`src/hdl/mwg_pkg.sv`:
```
// Shared constants, types and the quarter-wave sine table of the waveform generator.
// Used by every module of the block; depends on nothing else.
`default_nettype none

package mwg_pkg;

    localparam int PHASE_BITS      = 32;
    localparam int TABLE_ADDR_BITS = 10;
    localparam int SAMPLE_BITS     = 16;
    localparam int AMP_BITS        = 15;
    localparam int WAVE_BITS       = 2;
    localparam int CFG_INDEX_BITS  = 4;
    localparam int CFG_DATA_BITS   = 32;

    localparam int QTR_ADDR_BITS = TABLE_ADDR_BITS - 2;
    localparam int QTR_LEN       = 2 ** QTR_ADDR_BITS;
    localparam int TAB_BITS      = SAMPLE_BITS - 1;

    localparam longint unsigned PIHALF_Q30 = 64'd1686629713;
    localparam longint unsigned HALF_SCALE = 64'd1 << (SAMPLE_BITS - 1);

    // Reciprocals of the Taylor step divisors (2n)(2n+1) for n = 1 to 7. A term
    // never exceeds 32 bits, so a multiply and a shift by 40 give the exact
    // truncated quotient for every divisor up to 256.
    localparam int TAYLOR_SHIFT = 40;
    localparam longint unsigned TAYLOR_RECIP [7] = '{
        ((64'd1 << TAYLOR_SHIFT) + 64'd5) / 64'd6,
        ((64'd1 << TAYLOR_SHIFT) + 64'd19) / 64'd20,
        ((64'd1 << TAYLOR_SHIFT) + 64'd41) / 64'd42,
        ((64'd1 << TAYLOR_SHIFT) + 64'd71) / 64'd72,
        ((64'd1 << TAYLOR_SHIFT) + 64'd109) / 64'd110,
        ((64'd1 << TAYLOR_SHIFT) + 64'd155) / 64'd156,
        ((64'd1 << TAYLOR_SHIFT) + 64'd209) / 64'd210
    };

    // Configuration register indexes.
    localparam logic [CFG_INDEX_BITS-1:0] REG_WAVE_SELECT  = CFG_INDEX_BITS'(0);
    localparam logic [CFG_INDEX_BITS-1:0] REG_PHASE_STEP   = CFG_INDEX_BITS'(1);
    localparam logic [CFG_INDEX_BITS-1:0] REG_AMPLITUDE    = CFG_INDEX_BITS'(2);
    localparam logic [CFG_INDEX_BITS-1:0] REG_PHASE_OFFSET = CFG_INDEX_BITS'(3);

    localparam logic [PHASE_BITS-1:0] PHASE_STEP_RESET = PHASE_BITS'(85899346);
    localparam logic [AMP_BITS-1:0]   AMPLITUDE_RESET  = AMP_BITS'(16384);

    typedef enum logic [WAVE_BITS-1:0] {
        WAVE_SINE,
        WAVE_SQUARE,
        WAVE_TRIANGLE,
        WAVE_SAW
    } wave_t;

    // Settings the back end needs from the register file.
    typedef struct packed {
        wave_t               wave;
        logic [AMP_BITS-1:0] amplitude;
    } shape_cfg_t;

    // One classified item on its way from the front to the back.
    typedef struct packed {
        logic [PHASE_BITS-1:0] phase;
        logic                  wrap;
    } phase_item_t;

    typedef logic [QTR_LEN-1:0][TAB_BITS-1:0] qtab_t;

    // Quarter-wave sine table, evaluated at elaboration: a Taylor series in Q30
    // with truncating products, scaled to full positive range and rounded half up.
    function automatic qtab_t build_qtab();
        qtab_t             tab;
        longint unsigned   x;
        longint unsigned   t;
        longint unsigned   e;
        longint            sum;
        logic [127:0]      wide;
        int                k;
        int                n;
        tab = '0;
        for (k = 0; k < QTR_LEN; k++) begin
            x   = (PIHALF_Q30 * longint'(2 * k + 1)) >> (QTR_ADDR_BITS + 1);
            t   = x;
            sum = longint'(x);
            for (n = 1; n <= 7; n++) begin
                t    = (t * x) >> 30;
                t    = (t * x) >> 30;
                wide = {64'd0, t} * {64'd0, TAYLOR_RECIP[n-1]};
                t    = wide[TAYLOR_SHIFT +: 64];
                if (n[0]) begin
                    sum = sum - longint'(t);
                end
                else begin
                    sum = sum + longint'(t);
                end
            end
            if (sum < 0) begin
                sum = 0;
            end
            e = (longint'(sum) * (HALF_SCALE - 1) + (64'd1 << 29)) >> 30;
            if (e > HALF_SCALE - 1) begin
                e = HALF_SCALE - 1;
            end
            tab[k] = e[TAB_BITS-1:0];
        end
        return tab;
    endfunction

    localparam qtab_t QTR_TAB = build_qtab();

endpackage

`default_nettype wire

```
`src/hdl/multi_waveform_generator.sv`:
```
// Multi-waveform DDS generator: sine, square, triangle and sawtooth samples.
// Top level tying the front end, the phase queue and the back end; uses mwg_pkg.
//
// Usage:
// The input side looks like a queue. Each beat pushed (push high, full low)
// is one sample tick; its restart bit zeroes the phase accumulator before that
// sample's phase is formed. The accumulator then advances by phase_step, and
// the carry out of that add is returned with the sample as period_wrap.
// The output side also looks like a queue: while empty is low the oldest
// result sits on sample and period_wrap, and a beat leaves when pop is high.
// Registers (wave_select, phase_step, amplitude, phase_offset) are written
// over the cfg channel, which is always ready; write them only while idle.
// Throughput is one beat per cycle while full is low. A pushed beat passes
// through the phase queue and the registered shape stage, with the amplitude
// multiply feeding the result queue directly.
// When the receiver stalls, the result queue and then the phase queue fill
// (four entries each) and full rises; nothing is dropped. Reset clears both
// queues and the accumulator and loads the register reset values.
`default_nettype none

module multi_waveform_generator (
    input  wire                                     clk,
    input  wire                                     rst_n,
    input  wire                                     cfg_valid,
    output logic                                    cfg_ready,
    input  wire  [mwg_pkg::CFG_INDEX_BITS-1:0]      cfg_index,
    input  wire  [mwg_pkg::CFG_DATA_BITS-1:0]       cfg_data,
    input  wire                                     push,
    output logic                                    full,
    input  wire                                     restart,
    input  wire                                     pop,
    output logic                                    empty,
    output logic signed [mwg_pkg::SAMPLE_BITS-1:0]  sample,
    output logic                                    period_wrap
);
    import mwg_pkg::*;

    // Front to queue.
    logic        q_push;
    logic        q_full;
    phase_item_t q_item;
    // Queue to back.
    logic        q_pop;
    logic        q_empty;
    phase_item_t q_head;
    // Register settings used by the back end.
    shape_cfg_t  shape_cfg;

    mwg_front u_front (
        .clk       (clk),
        .rst_n     (rst_n),
        .cfg_valid (cfg_valid),
        .cfg_ready (cfg_ready),
        .cfg_index (cfg_index),
        .cfg_data  (cfg_data),
        .push      (push),
        .restart   (restart),
        .full      (full),
        .q_full    (q_full),
        .q_push    (q_push),
        .q_item    (q_item),
        .shape_cfg (shape_cfg)
    );

    mwg_queue u_queue (
        .clk     (clk),
        .rst_n   (rst_n),
        .q_push  (q_push),
        .q_item  (q_item),
        .q_full  (q_full),
        .q_pop   (q_pop),
        .q_head  (q_head),
        .q_empty (q_empty)
    );

    mwg_back u_back (
        .clk         (clk),
        .rst_n       (rst_n),
        .shape_cfg   (shape_cfg),
        .q_empty     (q_empty),
        .q_head      (q_head),
        .q_pop       (q_pop),
        .pop         (pop),
        .empty       (empty),
        .sample      (sample),
        .period_wrap (period_wrap)
    );

endmodule

`default_nettype wire

```
`src/hdl/mwg_front.sv`:
```
// Front end: configuration registers, phase accumulator and item classification.
// Depends on mwg_pkg.
`default_nettype none

module mwg_front (
    input  wire                                    clk,
    input  wire                                    rst_n,
    input  wire                                    cfg_valid,
    output logic                                   cfg_ready,
    input  wire  [mwg_pkg::CFG_INDEX_BITS-1:0]     cfg_index,
    input  wire  [mwg_pkg::CFG_DATA_BITS-1:0]      cfg_data,
    input  wire                                    push,
    input  wire                                    restart,
    output logic                                   full,
    input  wire                                    q_full,
    output logic                                   q_push,
    output mwg_pkg::phase_item_t                   q_item,
    output mwg_pkg::shape_cfg_t                    shape_cfg
);
    import mwg_pkg::*;

    wave_t                 wave_select_reg;
    logic [PHASE_BITS-1:0] phase_step_reg;
    logic [AMP_BITS-1:0]   amplitude_reg;
    logic [PHASE_BITS-1:0] phase_offset_reg;
    logic [PHASE_BITS-1:0] acc_reg;
    logic [PHASE_BITS-1:0] acc_next;
    logic [PHASE_BITS-1:0] acc_base;
    logic                  cfg_write;

    assign cfg_ready = 1'b1;
    assign cfg_write = cfg_valid && cfg_ready;

    always_ff @(posedge clk or negedge rst_n) begin
        if (!rst_n) begin
            wave_select_reg  <= WAVE_SINE;
            phase_step_reg   <= PHASE_STEP_RESET;
            amplitude_reg    <= AMPLITUDE_RESET;
            phase_offset_reg <= '0;
        end
        else if (cfg_write) begin
            case (cfg_index)
                REG_WAVE_SELECT:  wave_select_reg  <= wave_t'(cfg_data[WAVE_BITS-1:0]);
                REG_PHASE_STEP:   phase_step_reg   <= cfg_data[PHASE_BITS-1:0];
                REG_AMPLITUDE:    amplitude_reg    <= cfg_data[AMP_BITS-1:0];
                REG_PHASE_OFFSET: phase_offset_reg <= cfg_data[PHASE_BITS-1:0];
                default:          ;
            endcase
        end
    end

    assign full   = q_full;
    assign q_push = push && !q_full;

    // A restart zeroes the accumulator before this sample's phase is formed.
    always_comb begin
        acc_base              = restart ? '0 : acc_reg;
        q_item.phase          = acc_base + phase_offset_reg;
        {q_item.wrap, acc_next} = {1'b0, acc_base} + {1'b0, phase_step_reg};
    end

    always_ff @(posedge clk or negedge rst_n) begin
        if (!rst_n) begin
            acc_reg <= '0;
        end
        else if (q_push) begin
            acc_reg <= acc_next;
        end
    end

    assign shape_cfg.wave      = wave_select_reg;
    assign shape_cfg.amplitude = amplitude_reg;

endmodule

`default_nettype wire

```
`src/hdl/mwg_queue.sv`:
```
// Short queue of phase items between the front and the back end.
// Depends on mwg_pkg.
`default_nettype none

module mwg_queue (
    input  wire                    clk,
    input  wire                    rst_n,
    input  wire                    q_push,
    input  mwg_pkg::phase_item_t   q_item,
    output logic                   q_full,
    input  wire                    q_pop,
    output mwg_pkg::phase_item_t   q_head,
    output logic                   q_empty
);
    import mwg_pkg::*;

    localparam int MQ_DEPTH    = 4;
    localparam int MQ_PTR_BITS = $clog2(MQ_DEPTH);
    localparam int MQ_CNT_BITS = $clog2(MQ_DEPTH + 1);

    phase_item_t            slot_reg [MQ_DEPTH];
    logic [MQ_PTR_BITS-1:0] wr_ptr_reg;
    logic [MQ_PTR_BITS-1:0] rd_ptr_reg;
    logic [MQ_CNT_BITS-1:0] count_reg;
    logic                   do_push;
    logic                   do_pop;

    assign q_full  = (count_reg == MQ_CNT_BITS'(MQ_DEPTH));
    assign q_empty = (count_reg == '0);
    assign do_push = q_push && !q_full;
    assign do_pop  = q_pop && !q_empty;
    assign q_head  = slot_reg[rd_ptr_reg];

    always_ff @(posedge clk) begin
        if (do_push) begin
            slot_reg[wr_ptr_reg] <= q_item;
        end
    end

    always_ff @(posedge clk or negedge rst_n) begin
        if (!rst_n) begin
            wr_ptr_reg <= '0;
            rd_ptr_reg <= '0;
            count_reg  <= '0;
        end
        else begin
            if (do_push) begin
                wr_ptr_reg <= wr_ptr_reg + 1'b1;
            end
            if (do_pop) begin
                rd_ptr_reg <= rd_ptr_reg + 1'b1;
            end
            if (do_push && !do_pop) begin
                count_reg <= count_reg + 1'b1;
            end
            else if (do_pop && !do_push) begin
                count_reg <= count_reg - 1'b1;
            end
        end
    end

endmodule

`default_nettype wire

```
`src/hdl/mwg_back.sv`:
```
// Back end: shape stage, amplitude multiply stage and the result queue.
// Depends on mwg_pkg.
`default_nettype none

module mwg_back (
    input  wire                                  clk,
    input  wire                                  rst_n,
    input  mwg_pkg::shape_cfg_t                  shape_cfg,
    input  wire                                  q_empty,
    input  mwg_pkg::phase_item_t                 q_head,
    output logic                                 q_pop,
    input  wire                                  pop,
    output logic                                 empty,
    output logic signed [mwg_pkg::SAMPLE_BITS-1:0] sample,
    output logic                                 period_wrap
);
    import mwg_pkg::*;

    localparam int OQ_DEPTH    = 4;
    localparam int OQ_PTR_BITS = $clog2(OQ_DEPTH);
    localparam int OQ_CNT_BITS = $clog2(OQ_DEPTH + 1);
    localparam int EXT_BITS    = SAMPLE_BITS + 2;
    localparam int PROD_BITS   = 2 * SAMPLE_BITS;

    localparam logic signed [SAMPLE_BITS-1:0] SHAPE_MAX = {1'b0, {(SAMPLE_BITS-1){1'b1}}};
    localparam logic signed [SAMPLE_BITS-1:0] SHAPE_MIN = {1'b1, {(SAMPLE_BITS-1){1'b0}}};
    localparam logic signed [EXT_BITS-1:0] H_EXT       = EXT_BITS'(HALF_SCALE);
    localparam logic signed [EXT_BITS-1:0] THREE_H_EXT = EXT_BITS'(3 * HALF_SCALE);
    localparam logic signed [EXT_BITS-1:0] MAX_EXT     = EXT_BITS'(HALF_SCALE - 1);

    typedef struct packed {
        logic signed [SAMPLE_BITS-1:0] sample;
        logic                          wrap;
    } result_t;

    // Stage one: shape word.
    logic                          s1_valid_reg;
    logic signed [SAMPLE_BITS-1:0] s1_shape_reg;
    logic                          s1_wrap_reg;

    logic [SAMPLE_BITS-1:0]        u;
    logic [TABLE_ADDR_BITS-1:0]    tidx;
    logic [QTR_ADDR_BITS-1:0]      tk;
    logic [TAB_BITS-1:0]           tab_val;
    logic signed [SAMPLE_BITS-1:0] sine_val;
    logic signed [EXT_BITS-1:0]    tri_ext;
    logic signed [SAMPLE_BITS-1:0] shape;

    // Stage two: scaled sample into the result queue.
    logic signed [PROD_BITS-1:0]   prod;
    logic signed [PROD_BITS-1:0]   prod_sh;

    result_t                oq_reg [OQ_DEPTH];
    logic [OQ_PTR_BITS-1:0] oq_wr_reg;
    logic [OQ_PTR_BITS-1:0] oq_rd_reg;
    logic [OQ_CNT_BITS-1:0] oq_cnt_reg;
    logic                   oq_pop;
    logic [OQ_CNT_BITS:0]   oq_claimed;

    always_comb begin
        u    = q_head.phase[PHASE_BITS-1 -: SAMPLE_BITS];
        tidx = q_head.phase[PHASE_BITS-1 -: TABLE_ADDR_BITS];
        tk   = tidx[QTR_ADDR_BITS-1:0];
        // Odd quadrants read the table backwards, the lower half turn is positive.
        if (tidx[TABLE_ADDR_BITS-2]) begin
            tk = ~tk;
        end
        tab_val  = QTR_TAB[tk];
        sine_val = $signed({1'b0, tab_val});
        if (tidx[TABLE_ADDR_BITS-1]) begin
            sine_val = -sine_val;
        end

        if (!u[SAMPLE_BITS-1]) begin
            tri_ext = $signed({1'b0, u, 1'b0}) - H_EXT;
        end
        else begin
            tri_ext = THREE_H_EXT - $signed({1'b0, u, 1'b0});
        end
        if (tri_ext > MAX_EXT) begin
            tri_ext = MAX_EXT;
        end

        case (shape_cfg.wave)
            WAVE_SINE:     shape = sine_val;
            WAVE_SQUARE:   shape = u[SAMPLE_BITS-1] ? SHAPE_MIN : SHAPE_MAX;
            WAVE_TRIANGLE: shape = tri_ext[SAMPLE_BITS-1:0];
            WAVE_SAW:      shape = {~u[SAMPLE_BITS-1], u[SAMPLE_BITS-2:0]};
            default:       shape = '0;
        endcase
    end

    // Only take an item when the result queue has room for it and the one in flight.
    assign oq_pop     = pop && !empty;
    assign oq_claimed = {1'b0, oq_cnt_reg} + (OQ_CNT_BITS+1)'(s1_valid_reg);
    assign q_pop      = !q_empty && (oq_claimed < (OQ_CNT_BITS+1)'(OQ_DEPTH));

    always_ff @(posedge clk or negedge rst_n) begin
        if (!rst_n) begin
            s1_valid_reg <= 1'b0;
        end
        else begin
            s1_valid_reg <= q_pop;
        end
    end

    always_ff @(posedge clk) begin
        if (q_pop) begin
            s1_shape_reg <= shape;
            s1_wrap_reg  <= q_head.wrap;
        end
    end

    // Arithmetic shift right floors, matching the scaling of the shape word.
    always_comb begin
        prod    = PROD_BITS'(s1_shape_reg) * $signed({1'b0, shape_cfg.amplitude});
        prod_sh = prod >>> (SAMPLE_BITS - 1);
    end

    always_ff @(posedge clk) begin
        if (s1_valid_reg) begin
            oq_reg[oq_wr_reg].sample <= prod_sh[SAMPLE_BITS-1:0];
            oq_reg[oq_wr_reg].wrap   <= s1_wrap_reg;
        end
    end

    always_ff @(posedge clk or negedge rst_n) begin
        if (!rst_n) begin
            oq_wr_reg  <= '0;
            oq_rd_reg  <= '0;
            oq_cnt_reg <= '0;
        end
        else begin
            if (s1_valid_reg) begin
                oq_wr_reg <= oq_wr_reg + 1'b1;
            end
            if (oq_pop) begin
                oq_rd_reg <= oq_rd_reg + 1'b1;
            end
            if (s1_valid_reg && !oq_pop) begin
                oq_cnt_reg <= oq_cnt_reg + 1'b1;
            end
            else if (oq_pop && !s1_valid_reg) begin
                oq_cnt_reg <= oq_cnt_reg - 1'b1;
            end
        end
    end

    assign empty       = (oq_cnt_reg == '0);
    assign sample      = oq_reg[oq_rd_reg].sample;
    assign period_wrap = oq_reg[oq_rd_reg].wrap;

endmodule

`default_nettype wire

```
`config.mk`:
```
export PLATFORM = sky130hd
export DESIGN_NAME = multi_waveform_generator
export DESIGN_NICKNAME = d
export VERILOG_FILES = /design/src/hdl/mwg_pkg.sv /design/src/hdl/multi_waveform_generator.sv /design/src/hdl/mwg_front.sv /design/src/hdl/mwg_queue.sv /design/src/hdl/mwg_back.sv
export SDC_FILE = /design/constraint.sdc
export NUM_CORES = 1
export LEC_CHECK = 0
export BUFFER_PORTS_ARGS = -buffer_cell sky130_fd_sc_hd__buf_2
export CORE_UTILIZATION = 35
export CTS_CLUSTER_SIZE = 10
export DETAILED_ROUTE_END_ITERATION = 8
export PLACE_DENSITY = 0.49
export SLEW_MARGIN = 0
export SYNTH_ARGS = -nofsm -noshare
export SYNTH_HDL_FRONTEND = slang
export SYNTH_SLANG_ARGS = --single-unit
```
`constraint.sdc`:
```
create_clock -name clk -period 7.9 [get_ports clk]
set_input_delay 1.58 -clock clk [delete_from_list [all_inputs] [get_ports clk]]
set_output_delay 1.58 -clock clk [all_outputs]
set_load 0.005 [all_outputs]
```
==> flow_summary.toml, run 1 <==
[status]
status = "completed"

[die]
start_util_pct = 35.4
core_um2 = 82400
rows = 105
die_w_um = 291
fp.dieH_um = 291
dieArea_um2 = 84600
num_io_pins = 62

[global_route]
grtUsageMet1_pct = 35.9
grt_busiest_layer = "met2"
antenna_found_initial = 3
grt_max_degree = 78
grt_use_met3_pct = 4.38
use_met2_pct = 42.1
grt_pass1_vias = 24900
grt_util_all_layers_pct = 26.4
grt_first_pass_wirelength_um = 167000
overflow = 0

[yosys]
synth_edf_count = 153
synth_most_common_cell = "inv_1"
synth-async-reset-ratio_pct = 45.6
yosys.area.top_type_share_pct = 16.9
syn_area_um2 = 29200
syn_inst = 2998
ys_ff_latch = 281
ys.flop_type = "edfxtp_1"
avgSynthCellArea_um2 = 9.74
ys_seq_area_share_pct = 26.8
syn_nets = 3470
synth.distinct_cells = 112
ys_warn_count = 0
synth_common_cells = "338 x inv_1, 252 x nand2_1, 246 x fa_1"
netlist.top_cell.by_area = "fa_1"
synth_area_leaders = "fa_1 17%, edfxtp_1 16%, dfrtp_1 9.8%, ha_1 7.9%, inv_1 4.3%"

[drt]
first_pass_iters = 5
drc_errors = 0
drt-vias-per-instance = 5.76
wirelength_um = 111000
antenna_left = 0
initialDrtViolationCount = 2197
vias = 24200
wl_per_cell_um = 26.6

[timing]
maxSlewViolCount = 0
hold_viol_final = 0
fin_crit_sh_pct = 92.9
relSlewSlack_pct = 20.3
worstMarginPinSlew_ns = 1.16
finClkSkew_ns = 0.0226
fmax_mhz = 136
finalSetupTns_ns = 0
final-setup-viol-count = 0
rsz0062_at_grt = "no"
hold_ws_ns = 0.464
layout_setup_ws_ns = 0.557
finalCriticalPeriod_ns = 7.34

[final_layout]
nNetsFinal = 3571
diodes = 0
fin_cells = 4196
syn2layout_area_growth_pct = 11.5
drive_gt1_share_pct = 15.6

[setup_path]
critPathLaunch = "u_back.s1_shape_reg[4]"
reg2reg_slack_ns = 0.56
crit_type = "flop to flop"
start_kind = "flop"
reg2reg_from = "u_back.s1_shape_reg[4]"
end_kind = "flop"
cp_data_required_time_ns = 8.21
cp.arrival_ns = 7.65
worstPathMaxFanout = 15

[clock_network]
cts_buffers = 35
cts_hold_buffers = 0
clk_latency_ns = 0.55
cts_buffer_depth = 3
cts.clk_slew.worst_paths_ns = 0.06
htreeDepth = 2
cts_sinks = 281
root_buffer = "clkbuf_16"
cts_tree = "built"

[flow_run]
cap_violations = 0

[worst_hold_path]
hold_class = "flop to flop"
hp-start = "u_front.acc_reg[7]"

[placement]
dp.cells = 4132
post-dp-hpwl_um = 86600
io_buffer_count = 60
pre_cts_ws_ns = 0.370
gp_congestion = 1.01
-- path summary, 6_finish.rpt --
path	to	depth (start not counted)
worst max register to register	u_back.oq_reg[0][16]	24
max in group asynchronous	u_queue.rd_ptr_reg[0]	2
worst min register to register	u_front.acc_reg[7]	2
min in group asynchronous	u_queue.count_reg[2]	1
worst min-delay path	u_front.acc_reg[7]	2
worst max-delay path	u_back.oq_reg[0][16]	24
-- placed cells by master (no fill, tap or decap), drive strengths merged, types with 16 or more instances in the layout --
cell type  count
a211oi        29
a21o          21
a21oi        112
a221oi        16
a31oi         29
and2         142
and3          20
buf          243
clkbuf        61
dfrtp        114
edfxtp       153
fa           246
ha           184
inv          340
mux2          92
mux2i         25
mux4          36
nand2        255
nand2b        27
nand3         30
nor2         141
nor2b         44
nor3          41
nor3b         19
o2111ai       17
o211ai        24
o21a          23
o21ai        133
o221ai        17
o22ai         58
o31ai         16
or2           23
or3           21
xnor2         63
xor2          38
-- area by class of cell --
class	count	area (um2)
Fill cell	8148	49800
Multi-Input combinational cell	2197	19400
Sequential cell	281	7820
Timing Repair Buffer	243	1690
Tap cell	1070	1340
Inverter	341	1280
Clock buffer	61	1040
Clock inverter	3	28.8
-- worst max-delay path, stage by stage, from the launching register on --
cell and delay [ns]:
edfxtp_1 0.61, and2_1 0.29, fa_1 0.53, inv_1 0.05, fa_1 0.51, fa_1 0.51, inv_1 0.04, ha_1 0.32
fa_1 0.54, inv_1 0.06, fa_1 0.54, inv_1 0.05, ha_1 0.30, a21o_1 0.16, a21o_1 0.17, a21oi_1 0.12
o21ai_0 0.11, a21oi_1 0.28, o21ai_0 0.26, a2111oi_1 0.49, buf_4 0.20, nor3_1 0.08, nor3_1 0.39, nor2_1 0.13
a211oi_1 0.37
-- cell families after synthesis --
group,count (synthesis),share of synthesized area (%)
fa+ha+maj,430,24.8
other cells,1,0.0128
simple gates,861,15.6
xor+xnor,101,3.06
flops,281,26.8
buf+inv,520,7.22
mux,153,7.19
compound gates,651,15.4
-- through the flow --
step	util (%)	area, um2
2_1_floorplan	-	29200
3_3_place_gp	38.2	31500
3_5_place_dp	38.2	31500
4_1_cts	39.5	32500
5_1_grt	39.5	32600
6_report	39.5	32600
-- routing by layer --
layer / vias up / routed length, um
li1: 10800 / -
met1: 12300 / 49000
met2: 900 / 50600
met3: 227 / 7040
met4: 4 / 4870
met5: - / 14
-- what timing repair did --
item / 4_1_cts / 5_1_grt
buffers inserted: 0 / 0
setup endpoints to repair: 0 / 4
gates resized for setup: 0 / 1
Power of run 1 is not shown: default switching activity piles up to over one toggle a cycle in this logic, so the estimate is an artifact.
==> run 2: changes to the inputs <==
--- a/config.mk
+++ b/config.mk
@@ -9,7 +9,7 @@
 export CORE_UTILIZATION = 35
 export CTS_CLUSTER_SIZE = 10
 export DETAILED_ROUTE_END_ITERATION = 8
-export PLACE_DENSITY = 0.49
+export PLACE_DENSITY_LB_ADDON = 0.05
 export SLEW_MARGIN = 0
 export SYNTH_ARGS = -nofsm -noshare
 export SYNTH_HDL_FRONTEND = slang
==> run 2 against run 1 <==
Die area unchanged. Via count decreased by 0.61%. Sequential cell count unchanged. Highest routed layer is now met4. Critical endpoint is now u_back.oq_reg[2][16]. Utilization decreased by 0.085 points. Sequential share of layout area increased by 0.063 points. Critical path depth decreased by 2. Final area decreased by 0.22%. First-iteration DRC count decreased by 10%. Routed wire length increased by 2.7%. Worst setup slack improved by 0.074 ns. Cell count decreased by 0.36%. Global-route usage increased by 0.52 points.
==> flow_summary.toml, run 2 (same netlist as run 1, synthesis figures left out) <==
[status]
status = "completed"

[die]
num_io_pins = 62
core_um2 = 82400
fp.dieH_um = 291
die_w_um = 291
dieArea_um2 = 84600
rows = 105
start_util_pct = 35.4

[placement]
place_area_um2 = 31400
io_buffer_count = 60
gp_congestion = 1.01
post-dp-hpwl_um = 88100
dp.cells = 4116
pre_cts_ws_ns = 0.554

[setup_path]
path_cells = "and2_1 > fa_1 > inv_1 > fa_1 > inv_1 > ha_1 > ha_1 > inv_1 > fa_1 > fa_1 > inv_1 > ha_1 > and3_1 > a221oi_1 > o21ai_0 > a21oi_1 > o21ai_0 > a2111oi_1 > nor3_1 > nor3_1 > nor2_1 > a211oi_1"
start_kind = "flop"
critical_path.top_delay_family = "adder cells"
cpPeakStageDelay_ns = 0.65
slowest_stage = "edfxtp_1"
cp.arrival_ns = 7.54
cp_data_required_time_ns = 8.17
crit_type = "flop to flop"
worstPathMaxFanout = 15
worst-path-buf-inv = 4
end_kind = "flop"

[timing]
rsz0062_at_grt = "no"
maxSlewViolCount = 0
layout_setup_ws_ns = 0.631
finalSetupTns_ns = 0
fmax_mhz = 138
fin_crit_sh_pct = 92.0
final-setup-viol-count = 0
finalCriticalPeriod_ns = 7.27
hold_viol_final = 0
worstMarginPinSlew_ns = 1.23
relSlewSlack_pct = 15.8
finClkSkew_ns = 0.0333

[clock_network]
cts_hold_buffers = 0
clk_latency_ns = 0.53
cts_buffer_depth = 3
cts_tree = "built"
cts_buffers = 36
cts.clk_slew.worst_paths_ns = 0.06
cts_sinks = 281
root_buffer = "clkbuf_16"
htreeDepth = 2
postCtsSetupRepairBufs = 0

[final_layout]
nNetsFinal = 3556
fin_cells = 4181
finalInstanceArea_um2 = 32500
fillers = 8142
drive_gt1_share_pct = 15.4
final_cell_mix = "338 x inv_1, 252 x nand2_1, 246 x fa_1"
syn2layout_area_growth_pct = 11.2
final_common_cell = "inv_1"

[global_route]
grt_max_degree = 82
overflow = 0
grt_util_all_layers_pct = 27.0
grt_pass1_vias = 24500
antenna_found_initial = 2
grt_first_pass_wirelength_um = 170000

[drt]
initialDrtViolationCount = 1975
first_pass_iters = 6
antenna_left = 0
wl_per_cell_um = 27.4
drt-vias-per-instance = 5.75
vias = 24000
wirelength_um = 114000
drc_errors = 0

[flow_run]
cap_violations = 0

[worst_hold_path]
hold_class = "flop to flop"
-- run 2: cell types whose count changed in the layout (fill, tap and decap cells not counted), moves of 2 or more --
cell	delta
buf_4	-17
clkinvlp_4	+2
clkbuf_1	-3
inv_6	+2
dfrtp_1	-3
dfrtp_2	+3
-- run 2: routing by layer --
layer | part of all wire [%] | track usage (%) | vias to the layer above
met4 | 5.0 | 11.5 | 0
li1 | - | - | 10700
met1 | 43 | 35.9 | 12100
met3 | 5.8 | 4.06 | 271
met2 | 46 | 43.5 | 881
met5 | 0 | 0 | -
-- run 2: repair_timing --
action	in CTS	in global routing
endpoints found under the hold margin	0	0
gates resized for setup	0	4
setup endpoints to repair	0	4
-- run 2: cell type report --
type	count	area, um2	share of cell area (%)
multi-input cells	2197	19400	59.7
flip-flops and latches	281	7820	24.1
repair buffers	227	1590	4.88
well taps	1070	1340	4.12
inverters	341	1280	3.94
clock buffers	58	1020	3.15
clock inverters	6	50.0	0.154
diodes	1	2.50	0.00770
-- run 2: final timing paths --
kind	startpoint	endpoint	slack, ns	depth (start not counted)
max	u_back.s1_shape_reg[3]	u_back.oq_reg[2][16]	0.63	22
min	u_front.acc_reg[11]	u_front.acc_reg[11]	0.47	2
max reg2reg	u_back.s1_shape_reg[3]	u_back.oq_reg[2][16]	0.63	22
min reg2reg	u_front.acc_reg[11]	u_front.acc_reg[11]	0.47	2
max in group asynchronous	rst_n	u_front.amplitude_reg[1]	5.63	2
min in group asynchronous	rst_n	u_front.phase_step_reg[10]	1.10	1
-- run 2: through the flow --
step / utilization, % / hold slack [ns]
after detailed placement: 38.1 / 0.456
after global routing: 39.4 / 0.488
after CTS: 39.4 / 0.471
final: 39.4 / 0.468
after floorplan: - / 0.435
after global placement: 38.1 / 0.451
-- run 2: worst reg2reg max path, delay by kind of cell, from the launching register on --
family | cells | cell delay, ns
buf+inv | 4 | 0.20
compound gates | 6 | 2.09
simple gates | 5 | 1.11
fa+ha+maj | 7 | 2.98
flops | 1 | 0.65
Power of run 2 is left out for the same reason.
